===== config.mk =====
export PLATFORM = sky130hd
export DESIGN_NAME = keypoint_proximity_grouping_unit_flat
export DESIGN_NICKNAME = d
export VERILOG_FILES = /design/src/design/kpg_pkg.sv /design/src/design/kpg_if.sv /design/src/design/keypoint_proximity_grouping_unit.sv /design/src/design/kpg_ctrl.sv /design/src/design/kpg_dp.sv /design/src/flat_wrapper.sv
export SDC_FILE = /design/constraint.sdc
export NUM_CORES = 2
export LEC_CHECK = 0
export BUFFER_PORTS_ARGS = -buffer_cell sky130_fd_sc_hd__buf_2
export CORE_ASPECT_RATIO = 0.75
export CORE_MARGIN = 2
export CORE_UTILIZATION = 45
export DETAILED_ROUTE_END_ITERATION = 8
export SYNTH_ARGS = -nofsm -noshare
export SYNTH_HDL_FRONTEND = slang
export SYNTH_HIERARCHICAL = 1
export SYNTH_SLANG_ARGS = --single-unit

===== constraint.sdc =====
create_clock -name clk_i -period 6.5 [get_ports clk_i]
set_clock_uncertainty 0.1 [all_clocks]
set_input_delay 1.3 -clock clk_i [delete_from_list [all_inputs] [get_ports clk_i]]
set_output_delay 1.3 -clock clk_i [all_outputs]
set_load 0.02 [all_outputs]

===== src/design/kpg_pkg.sv =====
// ----------------------------------------------------------------------------
// Keypoint proximity grouping package
// Shared constants, register indexes and controller/datapath signal groups.
// ----------------------------------------------------------------------------
package kpg_pkg;

  localparam int unsigned PointsDef = 64;
  localparam int unsigned CoordW    = 16;
  localparam int unsigned NumW      = 6;
  localparam int unsigned CfgIdxW   = 1;

  localparam logic [CoordW-1:0] RadiusRst = 16'd160;

  localparam logic [CfgIdxW-1:0] RegRadiusX = 1'd0;
  localparam logic [CfgIdxW-1:0] RegRadiusY = 1'd1;

  typedef struct packed {
    logic accept;
    logic rd_j;
    logic rd_start;
    logic mark_link;
    logic j_clr;
    logic j_inc;
    logic write_merge;
    logic fin_load;
    logic emit_init;
    logic start_inc;
    logic grp_setup;
    logic last_upd;
    logic emit;
    logic grp_next;
    logic run_clr;
  } cmd_t;

  typedef struct packed {
    logic full;
    logic j_end;
    logic start_end;
    logic linked;
    logic done_hit;
    logic lab_match;
    logic out_free;
  } sts_t;

endpackage


===== src/design/kpg_if.sv =====
// ----------------------------------------------------------------------------
// Keypoint proximity grouping channels
// Point request channel and grouped result channel.
// ----------------------------------------------------------------------------
interface kpg_in_if;
  logic                          valid;
  logic                          ready;
  logic [kpg_pkg::CoordW-1:0]    pos_x;
  logic [kpg_pkg::CoordW-1:0]    pos_y;
  logic                          final_point;

  modport source (output valid, pos_x, pos_y, final_point, input ready);
  modport sink (input valid, pos_x, pos_y, final_point, output ready);
endinterface

interface kpg_out_if;
  logic                          valid;
  logic                          ready;
  logic [kpg_pkg::NumW-1:0]      group_number;
  logic [kpg_pkg::NumW-1:0]      point_number;
  logic [kpg_pkg::CoordW-1:0]    out_x;
  logic [kpg_pkg::CoordW-1:0]    out_y;
  logic                          group_end;
  logic                          run_end;
  logic                          overflowed;

  modport source (output valid, group_number, point_number, out_x, out_y, group_end,
                  run_end, overflowed, input ready);
  modport sink (input valid, group_number, point_number, out_x, out_y, group_end,
                run_end, overflowed, output ready);
endinterface


===== src/design/keypoint_proximity_grouping_unit.sv =====
// ----------------------------------------------------------------------------
// Keypoint proximity grouping unit
// Loads points, merges box-linked points into components, emits them grouped.
// ----------------------------------------------------------------------------
// Loading a point makes two sweeps over the stored points.
// A new point waits until the last is loaded; the memories have a single read port.
// Emission sweeps twice per component start: to find its last point, then to emit it.
// Reset clears count, overflow flag and control; radii reset to 160.
// Point memories hold no reset value and are only read where written.
module keypoint_proximity_grouping_unit #(
  parameter int unsigned Points = kpg_pkg::PointsDef
) (
  input  logic                          clk_i,
  input  logic                          rst_ni,
  kpg_in_if.sink                        in_req,
  kpg_out_if.source                     out_res,
  input  logic                          cfg_we_i,
  input  logic [kpg_pkg::CfgIdxW-1:0]   cfg_idx_i,
  input  logic [kpg_pkg::CoordW-1:0]    cfg_data_i
);

  kpg_pkg::cmd_t cmd;
  kpg_pkg::sts_t sts;

  kpg_ctrl u_ctrl (
    .clk_i      (clk_i),
    .rst_ni     (rst_ni),
    .in_valid_i (in_req.valid),
    .in_final_i (in_req.final_point),
    .in_ready_o (in_req.ready),
    .sts_i      (sts),
    .cmd_o      (cmd)
  );

  kpg_dp #(
    .Points (Points)
  ) u_dp (
    .clk_i      (clk_i),
    .rst_ni     (rst_ni),
    .cmd_i      (cmd),
    .sts_o      (sts),
    .in_x_i     (in_req.pos_x),
    .in_y_i     (in_req.pos_y),
    .cfg_we_i   (cfg_we_i),
    .cfg_idx_i  (cfg_idx_i),
    .cfg_data_i (cfg_data_i),
    .out_res    (out_res)
  );

endmodule


===== src/design/kpg_ctrl.sv =====
// ----------------------------------------------------------------------------
// Keypoint proximity grouping controller
// Sequences loading, label merging and grouped emission.
// ----------------------------------------------------------------------------
module kpg_ctrl (
  input  logic           clk_i,
  input  logic           rst_ni,
  input  logic           in_valid_i,
  input  logic           in_final_i,
  output logic           in_ready_o,
  input  kpg_pkg::sts_t  sts_i,
  output kpg_pkg::cmd_t  cmd_o
);

  localparam logic [3:0] StIdle = 4'd0;
  localparam logic [3:0] StP1Rd = 4'd1;
  localparam logic [3:0] StP1Ev = 4'd2;
  localparam logic [3:0] StP2Rd = 4'd3;
  localparam logic [3:0] StP2Ev = 4'd4;
  localparam logic [3:0] StSRd  = 4'd5;
  localparam logic [3:0] StSEv  = 4'd6;
  localparam logic [3:0] StFRd  = 4'd7;
  localparam logic [3:0] StFEv  = 4'd8;
  localparam logic [3:0] StORd  = 4'd9;
  localparam logic [3:0] StOEv  = 4'd10;

  logic [3:0] state_q, state_d;
  logic       final_q, final_d;

  always_comb begin
    state_d    = state_q;
    final_d    = final_q;
    cmd_o      = '0;
    in_ready_o = 1'b0;
    case (state_q)
      StIdle: begin
        in_ready_o = 1'b1;
        if (in_valid_i) begin
          cmd_o.accept = 1'b1;
          final_d      = in_final_i;
          if (!sts_i.full) begin
            state_d = StP1Rd;
          end else if (in_final_i) begin
            cmd_o.emit_init = 1'b1;
            state_d         = StSRd;
          end
        end
      end
      StP1Rd: begin
        if (sts_i.j_end) begin
          cmd_o.j_clr = 1'b1;
          state_d     = StP2Rd;
        end else begin
          cmd_o.rd_j = 1'b1;
          state_d    = StP1Ev;
        end
      end
      StP1Ev: begin
        cmd_o.mark_link = sts_i.linked;
        cmd_o.j_inc     = 1'b1;
        state_d         = StP1Rd;
      end
      StP2Rd: begin
        if (sts_i.j_end) begin
          cmd_o.fin_load = 1'b1;
          if (final_q) begin
            cmd_o.emit_init = 1'b1;
            state_d         = StSRd;
          end else begin
            state_d = StIdle;
          end
        end else begin
          cmd_o.rd_j = 1'b1;
          state_d    = StP2Ev;
        end
      end
      StP2Ev: begin
        cmd_o.write_merge = 1'b1;
        cmd_o.j_inc       = 1'b1;
        state_d           = StP2Rd;
      end
      StSRd: begin
        if (sts_i.start_end) begin
          cmd_o.run_clr = 1'b1;
          state_d       = StIdle;
        end else begin
          cmd_o.rd_start = 1'b1;
          state_d        = StSEv;
        end
      end
      StSEv: begin
        if (sts_i.done_hit) begin
          cmd_o.start_inc = 1'b1;
          state_d         = StSRd;
        end else begin
          cmd_o.grp_setup = 1'b1;
          state_d         = StFRd;
        end
      end
      StFRd: begin
        if (sts_i.j_end) begin
          cmd_o.grp_setup = 1'b0;
          cmd_o.j_clr     = 1'b1;
          state_d         = StORd;
        end else begin
          cmd_o.rd_j = 1'b1;
          state_d    = StFEv;
        end
      end
      StFEv: begin
        cmd_o.last_upd = sts_i.lab_match;
        cmd_o.j_inc    = 1'b1;
        state_d        = StFRd;
      end
      StORd: begin
        if (sts_i.j_end) begin
          cmd_o.grp_next = 1'b1;
          state_d        = StSRd;
        end else begin
          cmd_o.rd_j = 1'b1;
          state_d    = StOEv;
        end
      end
      StOEv: begin
        if (!sts_i.lab_match) begin
          cmd_o.j_inc = 1'b1;
          state_d     = StORd;
        end else if (sts_i.out_free) begin
          cmd_o.emit  = 1'b1;
          cmd_o.j_inc = 1'b1;
          state_d     = StORd;
        end
      end
      default: begin
        state_d = StIdle;
      end
    endcase
  end

  always_ff @(posedge clk_i or negedge rst_ni) begin
    if (!rst_ni) begin
      state_q <= StIdle;
      final_q <= 1'b0;
    end else begin
      state_q <= state_d;
      final_q <= final_d;
    end
  end

endmodule


===== src/design/kpg_dp.sv =====
// ----------------------------------------------------------------------------
// Keypoint proximity grouping datapath
// Point and label memories, link test, label sets and the result register.
// ----------------------------------------------------------------------------
module kpg_dp #(
  parameter int unsigned Points = kpg_pkg::PointsDef
) (
  input  logic                          clk_i,
  input  logic                          rst_ni,
  input  kpg_pkg::cmd_t                 cmd_i,
  output kpg_pkg::sts_t                 sts_o,
  input  logic [kpg_pkg::CoordW-1:0]    in_x_i,
  input  logic [kpg_pkg::CoordW-1:0]    in_y_i,
  input  logic                          cfg_we_i,
  input  logic [kpg_pkg::CfgIdxW-1:0]   cfg_idx_i,
  input  logic [kpg_pkg::CoordW-1:0]    cfg_data_i,
  kpg_out_if.source                     out_res
);

  localparam int unsigned IW = (Points > 1) ? $clog2(Points) : 1;
  localparam int unsigned CW = IW + 1;
  localparam logic [CW-1:0] Full = CW'(Points);

  logic [kpg_pkg::CoordW-1:0] x_mem [Points];
  logic [kpg_pkg::CoordW-1:0] y_mem [Points];
  logic [IW-1:0]              l_mem [Points];

  logic [kpg_pkg::CoordW-1:0] xr_q, yr_q;
  logic [IW-1:0]              lr_q;
  logic [kpg_pkg::CoordW-1:0] rad_x_q, rad_y_q, nx_q, ny_q;
  logic [CW-1:0]              cnt_q, j_q, start_q, emit_q;
  logic [IW-1:0]              lab_q, last_q, grp_q;
  logic                       ovf_q;
  logic [Points-1:0]          merge_q, done_q;
  logic                       ov_q;

  logic                       we;
  logic [IW-1:0]              wa, ra;
  logic [IW-1:0]              wl;
  logic [kpg_pkg::CoordW-1:0] wx, wy, dx, dy;

  assign dx = (xr_q >= nx_q) ? (xr_q - nx_q) : (nx_q - xr_q);
  assign dy = (yr_q >= ny_q) ? (yr_q - ny_q) : (ny_q - yr_q);

  assign sts_o.full      = (cnt_q == Full);
  assign sts_o.j_end     = (j_q == cnt_q);
  assign sts_o.start_end = (start_q == cnt_q);
  assign sts_o.linked    = (dx < rad_x_q) && (dy < rad_y_q);
  assign sts_o.done_hit  = done_q[lr_q];
  assign sts_o.lab_match = (lr_q == lab_q);
  assign sts_o.out_free  = !ov_q || out_res.ready;

  always_comb begin
    we = 1'b0;
    wa = cnt_q[IW-1:0];
    wl = cnt_q[IW-1:0];
    wx = in_x_i;
    wy = in_y_i;
    if (cmd_i.accept && !sts_o.full) begin
      we = 1'b1;
    end else if (cmd_i.write_merge && merge_q[lr_q]) begin
      we = 1'b1;
      wa = j_q[IW-1:0];
      wx = xr_q;
      wy = yr_q;
    end
    ra = cmd_i.rd_start ? start_q[IW-1:0] : j_q[IW-1:0];
  end

  always_ff @(posedge clk_i) begin
    if (we) begin
      x_mem[wa] <= wx;
      y_mem[wa] <= wy;
      l_mem[wa] <= wl;
    end
    if (cmd_i.rd_j || cmd_i.rd_start) begin
      xr_q <= x_mem[ra];
      yr_q <= y_mem[ra];
      lr_q <= l_mem[ra];
    end
  end

  always_ff @(posedge clk_i) begin
    if (cmd_i.accept) begin
      nx_q <= in_x_i;
      ny_q <= in_y_i;
    end
    if (cmd_i.grp_setup) begin
      lab_q <= lr_q;
    end
    if (cmd_i.grp_setup || cmd_i.last_upd) begin
      last_q <= cmd_i.grp_setup ? start_q[IW-1:0] : j_q[IW-1:0];
    end
  end

  always_ff @(posedge clk_i or negedge rst_ni) begin
    if (!rst_ni) begin
      rad_x_q <= kpg_pkg::RadiusRst;
      rad_y_q <= kpg_pkg::RadiusRst;
      cnt_q   <= '0;
      ovf_q   <= 1'b0;
      j_q     <= '0;
      start_q <= '0;
      emit_q  <= '0;
      grp_q   <= '0;
      merge_q <= '0;
      done_q  <= '0;
    end else begin
      if (cfg_we_i && cfg_idx_i == kpg_pkg::RegRadiusX) begin
        rad_x_q <= cfg_data_i;
      end
      if (cfg_we_i && cfg_idx_i == kpg_pkg::RegRadiusY) begin
        rad_y_q <= cfg_data_i;
      end
      if (cmd_i.accept) begin
        if (sts_o.full) begin
          ovf_q <= 1'b1;
        end
        merge_q <= '0;
        j_q     <= '0;
      end
      if (cmd_i.mark_link) begin
        merge_q[lr_q] <= 1'b1;
      end
      if (cmd_i.j_clr) begin
        j_q <= cmd_i.grp_setup ? start_q : start_q;
      end else if (cmd_i.grp_setup) begin
        j_q <= start_q;
      end else if (cmd_i.j_inc) begin
        j_q <= j_q + 1'b1;
      end
      if (cmd_i.fin_load) begin
        cnt_q <= cnt_q + 1'b1;
      end
      if (cmd_i.emit_init) begin
        start_q <= '0;
        emit_q  <= '0;
        grp_q   <= '0;
        done_q  <= '0;
      end
      if (cmd_i.start_inc || cmd_i.grp_next) begin
        start_q <= start_q + 1'b1;
      end
      if (cmd_i.grp_next) begin
        grp_q <= grp_q + 1'b1;
      end
      if (cmd_i.grp_setup) begin
        done_q[lr_q] <= 1'b1;
      end
      if (cmd_i.emit) begin
        emit_q <= emit_q + 1'b1;
      end
      if (cmd_i.run_clr) begin
        cnt_q   <= '0;
        ovf_q   <= 1'b0;
        start_q <= '0;
      end
    end
  end

  always_ff @(posedge clk_i or negedge rst_ni) begin
    if (!rst_ni) begin
      ov_q <= 1'b0;
    end else if (cmd_i.emit) begin
      ov_q <= 1'b1;
    end else if (out_res.ready) begin
      ov_q <= 1'b0;
    end
  end

  always_ff @(posedge clk_i) begin
    if (cmd_i.emit) begin
      out_res.group_number <= kpg_pkg::NumW'(grp_q);
      out_res.point_number <= kpg_pkg::NumW'(j_q);
      out_res.out_x        <= xr_q;
      out_res.out_y        <= yr_q;
      out_res.group_end    <= (j_q[IW-1:0] == last_q);
      out_res.run_end      <= (emit_q == cnt_q - 1'b1);
      out_res.overflowed   <= ovf_q;
    end
  end

  assign out_res.valid = ov_q;

endmodule

===== src/flat_wrapper.sv =====
// flat-port wrapper written by rule: the top's interface ports become plain ports
module keypoint_proximity_grouping_unit_flat 
#(
  parameter int unsigned Points = kpg_pkg::PointsDef
)
  (clk_i, rst_ni, cfg_we_i, cfg_idx_i, cfg_data_i, in_req_valid, in_req_pos_x, in_req_pos_y, in_req_final_point, in_req_ready, out_res_valid, out_res_group_number, out_res_point_number, out_res_out_x, out_res_out_y, out_res_group_end, out_res_run_end, out_res_overflowed, out_res_ready);
  kpg_in_if in_req_i ();
  kpg_out_if out_res_i ();
  input  logic clk_i;
  input  logic rst_ni;
  input  logic cfg_we_i;
  input  logic [kpg_pkg::CfgIdxW-1:0] cfg_idx_i;
  input  logic [kpg_pkg::CoordW-1:0] cfg_data_i;
  input wire logic [$bits(in_req_i.valid)-1:0] in_req_valid;
  input wire logic [$bits(in_req_i.pos_x)-1:0] in_req_pos_x;
  input wire logic [$bits(in_req_i.pos_y)-1:0] in_req_pos_y;
  input wire logic [$bits(in_req_i.final_point)-1:0] in_req_final_point;
  output wire logic [$bits(in_req_i.ready)-1:0] in_req_ready;
  output wire logic [$bits(out_res_i.valid)-1:0] out_res_valid;
  output wire logic [$bits(out_res_i.group_number)-1:0] out_res_group_number;
  output wire logic [$bits(out_res_i.point_number)-1:0] out_res_point_number;
  output wire logic [$bits(out_res_i.out_x)-1:0] out_res_out_x;
  output wire logic [$bits(out_res_i.out_y)-1:0] out_res_out_y;
  output wire logic [$bits(out_res_i.group_end)-1:0] out_res_group_end;
  output wire logic [$bits(out_res_i.run_end)-1:0] out_res_run_end;
  output wire logic [$bits(out_res_i.overflowed)-1:0] out_res_overflowed;
  input wire logic [$bits(out_res_i.ready)-1:0] out_res_ready;
  assign in_req_i.valid = in_req_valid;
  assign in_req_i.pos_x = in_req_pos_x;
  assign in_req_i.pos_y = in_req_pos_y;
  assign in_req_i.final_point = in_req_final_point;
  assign in_req_ready = in_req_i.ready;
  assign out_res_valid = out_res_i.valid;
  assign out_res_group_number = out_res_i.group_number;
  assign out_res_point_number = out_res_i.point_number;
  assign out_res_out_x = out_res_i.out_x;
  assign out_res_out_y = out_res_i.out_y;
  assign out_res_group_end = out_res_i.group_end;
  assign out_res_run_end = out_res_i.run_end;
  assign out_res_overflowed = out_res_i.overflowed;
  assign out_res_i.ready = out_res_ready;
  keypoint_proximity_grouping_unit #(.Points(Points)) u_core (.clk_i(clk_i), .rst_ni(rst_ni), .in_req(in_req_i), .out_res(out_res_i), .cfg_we_i(cfg_we_i), .cfg_idx_i(cfg_idx_i), .cfg_data_i(cfg_data_i));
endmodule

### Word-level counts from Yosys, hierarchy flattened

Memory sizes are Yosys's and may differ from the RTL's. A register that Yosys moved wholly into a read port is not among the register bits.
Index checks and enable logic that the tools add are counted.

| word-level totals | value |
|---|---|
| bits in registers | 292 |
| bits in latches | 0 |
| RAM bits | 2432 |
| bits in read-only memories | 0 |
| bits of input ports | 55 |
| output and inout port bits | 49 |
| word-level logic and storage cells | 177 |
| memories kept | 3 |

Memory list:

| memory | depth | width | read ports | clocked after Yosys merged registers in | write ports | RTL line | source |
|---|---|---|---|---|---|---|---|
| u_core.u_dp.x_mem | 64 | 16 | 1 | 1 | 1 | kpg_dp.sv:24 | `logic [kpg_pkg::CoordW-1:0] x_mem [Points];` |
| u_core.u_dp.y_mem | 64 | 16 | 1 | 1 | 1 | kpg_dp.sv:25 | `logic [kpg_pkg::CoordW-1:0] y_mem [Points];` |
| u_core.u_dp.l_mem | 64 | 6 | 1 | 1 | 1 | kpg_dp.sv:26 | `logic [IW-1:0] l_mem [Points];` |

| operators by class | value |
|---|---|
| add/sub/neg operators | 10 |
| multiply operators | 0 |
| divide/modulo/power cells | 0 |
| $lt $le $gt $ge | 6 |
| equal/unequal tests | 19 |
| shift-type cells | 0 |
| multiplexer cells | 85 |
| bitwise logic cells | 3 |
| reductions and logical operators | 27 |

Operators by type and width:

| kind | count |
|---|---|
| $mux W64 | 4 |
| $or A64 B64 Y64 | 2 |
| $mux W16 | 6 |
| $mux W7 | 10 |
| $sub A16 B16 Y16 | 4 |
| $pmux W4 S11 | 1 |
| $mux W1 | 42 |
| $mux W6 | 6 |
| $ge A16 B16 Y1 | 2 |
| $lt A16 B16 Y1 | 2 |
| $add A7 B1 Y7 const B | 4 |
| $mux W4 | 6 |
| $eq A7 B7 Y1 | 3 |
| $eq A4 B3 Y1 const B | 4 |
| $bmux W1 S6 | 2 |
| $eq A4 B4 Y1 const B | 3 |
| $eq A6 B6 Y1 | 2 |
| $reduce_bool A2 Y1 | 6 |
| $mux W3 | 3 |
| $eq A4 B2 Y1 const B | 2 |
| $eq A7 B7 Y1 const B | 1 |
| $lt A6 B7 Y1 const B | 1 |
| $sub A7 B1 Y7 const B | 1 |
| $add A6 B1 Y6 const B | 1 |
| 20 further kinds | 32 |

### Logic depth before layout (Yosys ltp)

| logic depth | value |
|---|---|
| depth in word-level cells | 8 |
| gate-level depth with buffers | 26 |
| depth with buffers taken out | 23 |

### Modules after synthesis

Netlist, hierarchy kept.

By module, submodules not included:

| module | instances | cells each | area each (um^2) | sequential area each (um^2) |
|---|---|---|---|---|
| kpg_dp | 1 | 6131 | 111009.0 | 81813.5 |
| kpg_ctrl | 1 | 75 | 576.8 | 125.1 |

### Worst setup path after synthesis

No wires, ideal clock.

| path | value |
|---|---|
| path type | register to register |
| start point | register u_core.u_dp.lr_q[2], read port of u_core.u_dp.l_mem |
| end point | register u_core.u_dp.emit_q[5] |
| setup time | 129 ps |
| arrival | 6077 ps |
| required time | 6271 ps |
| setup slack | 194 ps |
| cell stages (with the launch flop) | 15 |
| buffers on the path | 6 |
| period minus slack after synthesis | 6306 ps |
| cell sequence | edfxtp_1 -> buf_2 -> buf_2 -> clkbuf_1 -> clkbuf_1 -> clkbuf_1 -> xnor2_1 -> nand4_1 -> nor3_1 -> nand3b_1 -> nor3_1 -> clkbuf_1 -> nand4_1 -> o211ai_1 -> o31ai_1 |

RTL lines:

| item | RTL line | source |
|---|---|---|
| start, declared | kpg_dp.sv:29 | `logic [IW-1:0] lr_q;` |
| end signal, assigned | kpg_dp.sv:151 | `emit_q <= emit_q + 1'b1;` |
| end, declared | kpg_dp.sv:31 | `logic [CW-1:0] cnt_q, j_q, start_q, emit_q;` |

==> results.ini <==
[status]
status = finished clean

[finish]
regArea_mm2 = 0.0819
multi_input_area_mm2 = 0.0278
layout-drive-gt1-share = 0.229
nets = 6654
final_area_mm2 = 0.126
fillers = 19700
synthToLayoutAreaGrowth_pct = 13.3

[placement]
hpwl_mm = 166
place_area_mm2 = 0.118
portBuffers = 103
gp_congestion = 0.832

[setup_path]
cp_top_family = simple AND/OR/NAND/NOR gates
slowest_stage = nor3_1
required_ps = 7120
critPathLaunchType = flop
cpPeakStageDelay_ps = 500
cp-end-kind = flop
crit_start = u_core/u_dp/xr_q[0]
critPathMostFrequentCell = a21o_1
critical_path_class = reg2reg
cp_max_fo = 15
critical_path_buf_inv_count = 3
regToRegStartpoint = u_core/u_dp/xr_q[0]
reg2reg_slack_ps = 580
crit_chain = inv_1, ha_1, inv_1, fa_1, a211o_1, and3_1, o211a_1, nor3_1, or2_2, a31oi_1, xnor2_1, ha_1, a21o_1, a21o_1, a21o_1, a21o_1, a21oi_1, o221ai_1, nor3_1, and3_1, inv_1, or2_2, o22ai_1
critPathArrivalTime_ps = 6550

[synthesis]
synth_common_cells = 2561 x edfxtp_1, 698 x nand2_1, 611 x mux4_2, 245 x inv_1, 236 x clkbuf_1
synth_seq_cells = 2762
synth-seq-area-share = 0.734
syn_nets = 6364
ys.warnings.count = 6
yosysTopAreaCellShare = 0.689
synthCells = 6206
async_reset_ff_frac = 0.0728
synth.distinct_cells = 80
synth_ff_type = edfxtp_1
yosys-top-cells-area = edfxtp_1 69%, mux4_2 12%, dfrtp_1 4.4%, nand2_1 2.3%, ha_1 1.1%
yosysTopAreaCell = edfxtp_1
synth_area_mm2 = 0.112
avgSynthCellArea_um2 = 18.0
synth-edff-count = 2561
synth_most_common_cell = edfxtp_1

[clock_tree]
post_cts_buffers = 0
cts.htree.levels = 5
cts_tree = done
hold_buffers = 0
path_clk_slew_ps = 60
clkLatencyLatePin_ps = 850
numCtsBuffers = 273
ctsResizeCount = 0
cts-root-buf = clkbuf_16
clock-sinks = 2762
clk_path_buf_depth = 4

[route]
final_antenna_net_count = 0
drt-pass1-iter-count = 6
drt_wl_total_mm = 298
drt-vias-per-instance = 6.08
drtIter0Drc = 7340
drc = 0
wire_per_inst_um = 29.9
dr_total_vias = 60700

[timing]
relSlewSlack = 0.133
hold_viol = 0
rsz0062_at_grt = no
finalCritPeriodShare = 0.911
max_freq_mhz = 169
setup_violations = 0
fin_crit_ps = 5920
setup-tns-final_ps = 0
slew_violations = 0
tightest_slew_ps = 1290

[floorplan]
ioPinCount = 104
num_rows = 158
start_util = 0.452
core_area_mm2 = 0.247
fp.dieW_um = 579
dieArea_mm2 = 0.252
die_h_um = 435

[grt]
grt_max_degree = 125
grt_pass1_vias = 59600
grt_pass1_wl_mm = 429
use_met2 = 0.346
gr-usage-all-layers = 0.235
grt-busiest-layer = met1
antenna_found_initial = 16
met1_usage = 0.363
met3_usage = 0.0484
overflow = 0

[flow_run]
maxCapViolations = 0

[power]
power_density_mw_per_mm2 = 277
p_leak_uw = 0.0422
ir_worst_vdd_uv = 212

[worst_hold_path]
holdCritPathClass = reg2reg
min_from = u_core/u_dp/grp_q[5]

-- final cells by class --
cell class | instances | share of cell area
sequential | 2762 | 0.648
multi-input combinational | 2829 | 0.220
clock buffer | 358 | 0.0585
tap | 3280 | 0.0325
timing repair buffer | 383 | 0.0260
clock inverter | 111 | 0.00754
inverter | 247 | 0.00736
antenna | 3 | 0.0000594
-- metrics by stage --
| step | std cells | total power (uW) | setup slack [ps] | hold WS (ps) | util |
|---|---|---|---|---|---|
| after CTS | 9970 | 35300 | 553 | 388 | 0.512 |
| final | 9973 | 35000 | 577 | 385 | 0.512 |
| after detailed placement | 9501 | 20200 | 568 | 369 | 0.478 |
| after global routing | 9971 | 35900 | 252 | 424 | 0.512 |
| after global placement | 9501 | 20200 | 680 | 368 | 0.478 |
| after floorplan | 6206 | 19900 | 194 | 321 | - |
-- registers in the layout, summed over array words and instances (netlist names), 16 cells and up --
signal,count
u_core/u_dp/ny_q,16
u_core/u_dp/rad_x_q,16
u_core/u_dp/merge_q,64
u_core/u_dp/xr_q,16
u_core/u_dp/y_mem,1024
u_core/u_dp/nx_q,16
u_core/u_dp/l_mem,384
u_core/u_dp/yr_q,16
u_core/u_dp/x_mem,1024
u_core/u_dp/done_q,64
u_core/u_dp/rad_y_q,16
u_core/u_dp/out_res.out_x,16
u_core/u_dp/out_res.out_y,16
-- routing by layer --
layer  vias to the layer above  part of all wire
li1                      25200                 -
met1                     32300              0.44
met2                      2779              0.44
met3                       381             0.094
met4                         2             0.018
met5                         -          0.000027
-- cell usage in the layout, fill, tap and decap left out, types with 12 or more instances in the layout --
cell / synthesis / routed
buf_4: 3 / 227
o21ai_0: 79 / 79
buf_12: 0 / 53
a311oi_1: 111 / 111
or3_1: 12 / 12
a22oi_1: 24 / 24
inv_1: 245 / 245
clkbuf_1: 236 / 70
o22ai_1: 141 / 141
xor2_1: 25 / 25
mux2_2: 67 / 65
o21a_1: 13 / 13
clkinv_1: 0 / 45
dfrtp_1: 197 / 191
buf_2: 80 / 102
clkbuf_16: 0 / 281
a31oi_1: 52 / 52
nand2_1: 698 / 698
nand2b_1: 23 / 23
nor3_1: 29 / 27
clkinv_2: 0 / 34
a21oi_1: 109 / 109
nor2b_1: 23 / 22
a21o_1: 21 / 21
xnor2_1: 44 / 44
nor2_1: 140 / 75
ha_1: 99 / 99
and3_1: 80 / 80
mux4_2: 611 / 611
bufinv_16: 0 / 14
o21bai_1: 12 / 12
nor2_4: 0 / 64
nand3b_1: 15 / 15
nand4_1: 20 / 20
nand3_1: 194 / 194
mux2i_1: 44 / 38
edfxtp_1: 2561 / 2561
-- cell families (layout without fill, tap and decap cells) --
family	count (synthesis)	in the layout	share of synthesized area
flip-flops	2762	2762	0.734
other	0	3	0
multiplexers	728	728	0.135
adder cells (fa/ha/maj)	103	103	0.0118
AND/OR/NAND/NOR	1276	1276	0.0510
XOR/XNOR	69	69	0.00542
buffers and inverters	615	1099	0.0220
AO/OA/AOI/OAI	653	653	0.0405
-- path summary, 6_finish.rpt --
| kind | end | depth (start not counted) |
|---|---|---|
| min reg2reg | u_core/u_dp/grp_q[5] | 1 |
| min in group asynchronous | u_core/u_dp/grp_q[2] | 1 |
| min | u_core/u_dp/grp_q[5] | 1 |
| max | u_core/u_dp/merge_q[43] | 23 |
| max in group asynchronous | u_core/u_dp/cnt_q[4] | 2 |
| max reg2reg | u_core/u_dp/merge_q[43] | 23 |
-- power breakdown --
group | leakage (uW) | internal, uW | switching, uW
sequential | 0.0260 | 19400 | 13.7
clock | 0.00407 | 8580 | 6600
combinational | 0.0121 | 77.1 | 315
Power figures use the tool's default switching activity.
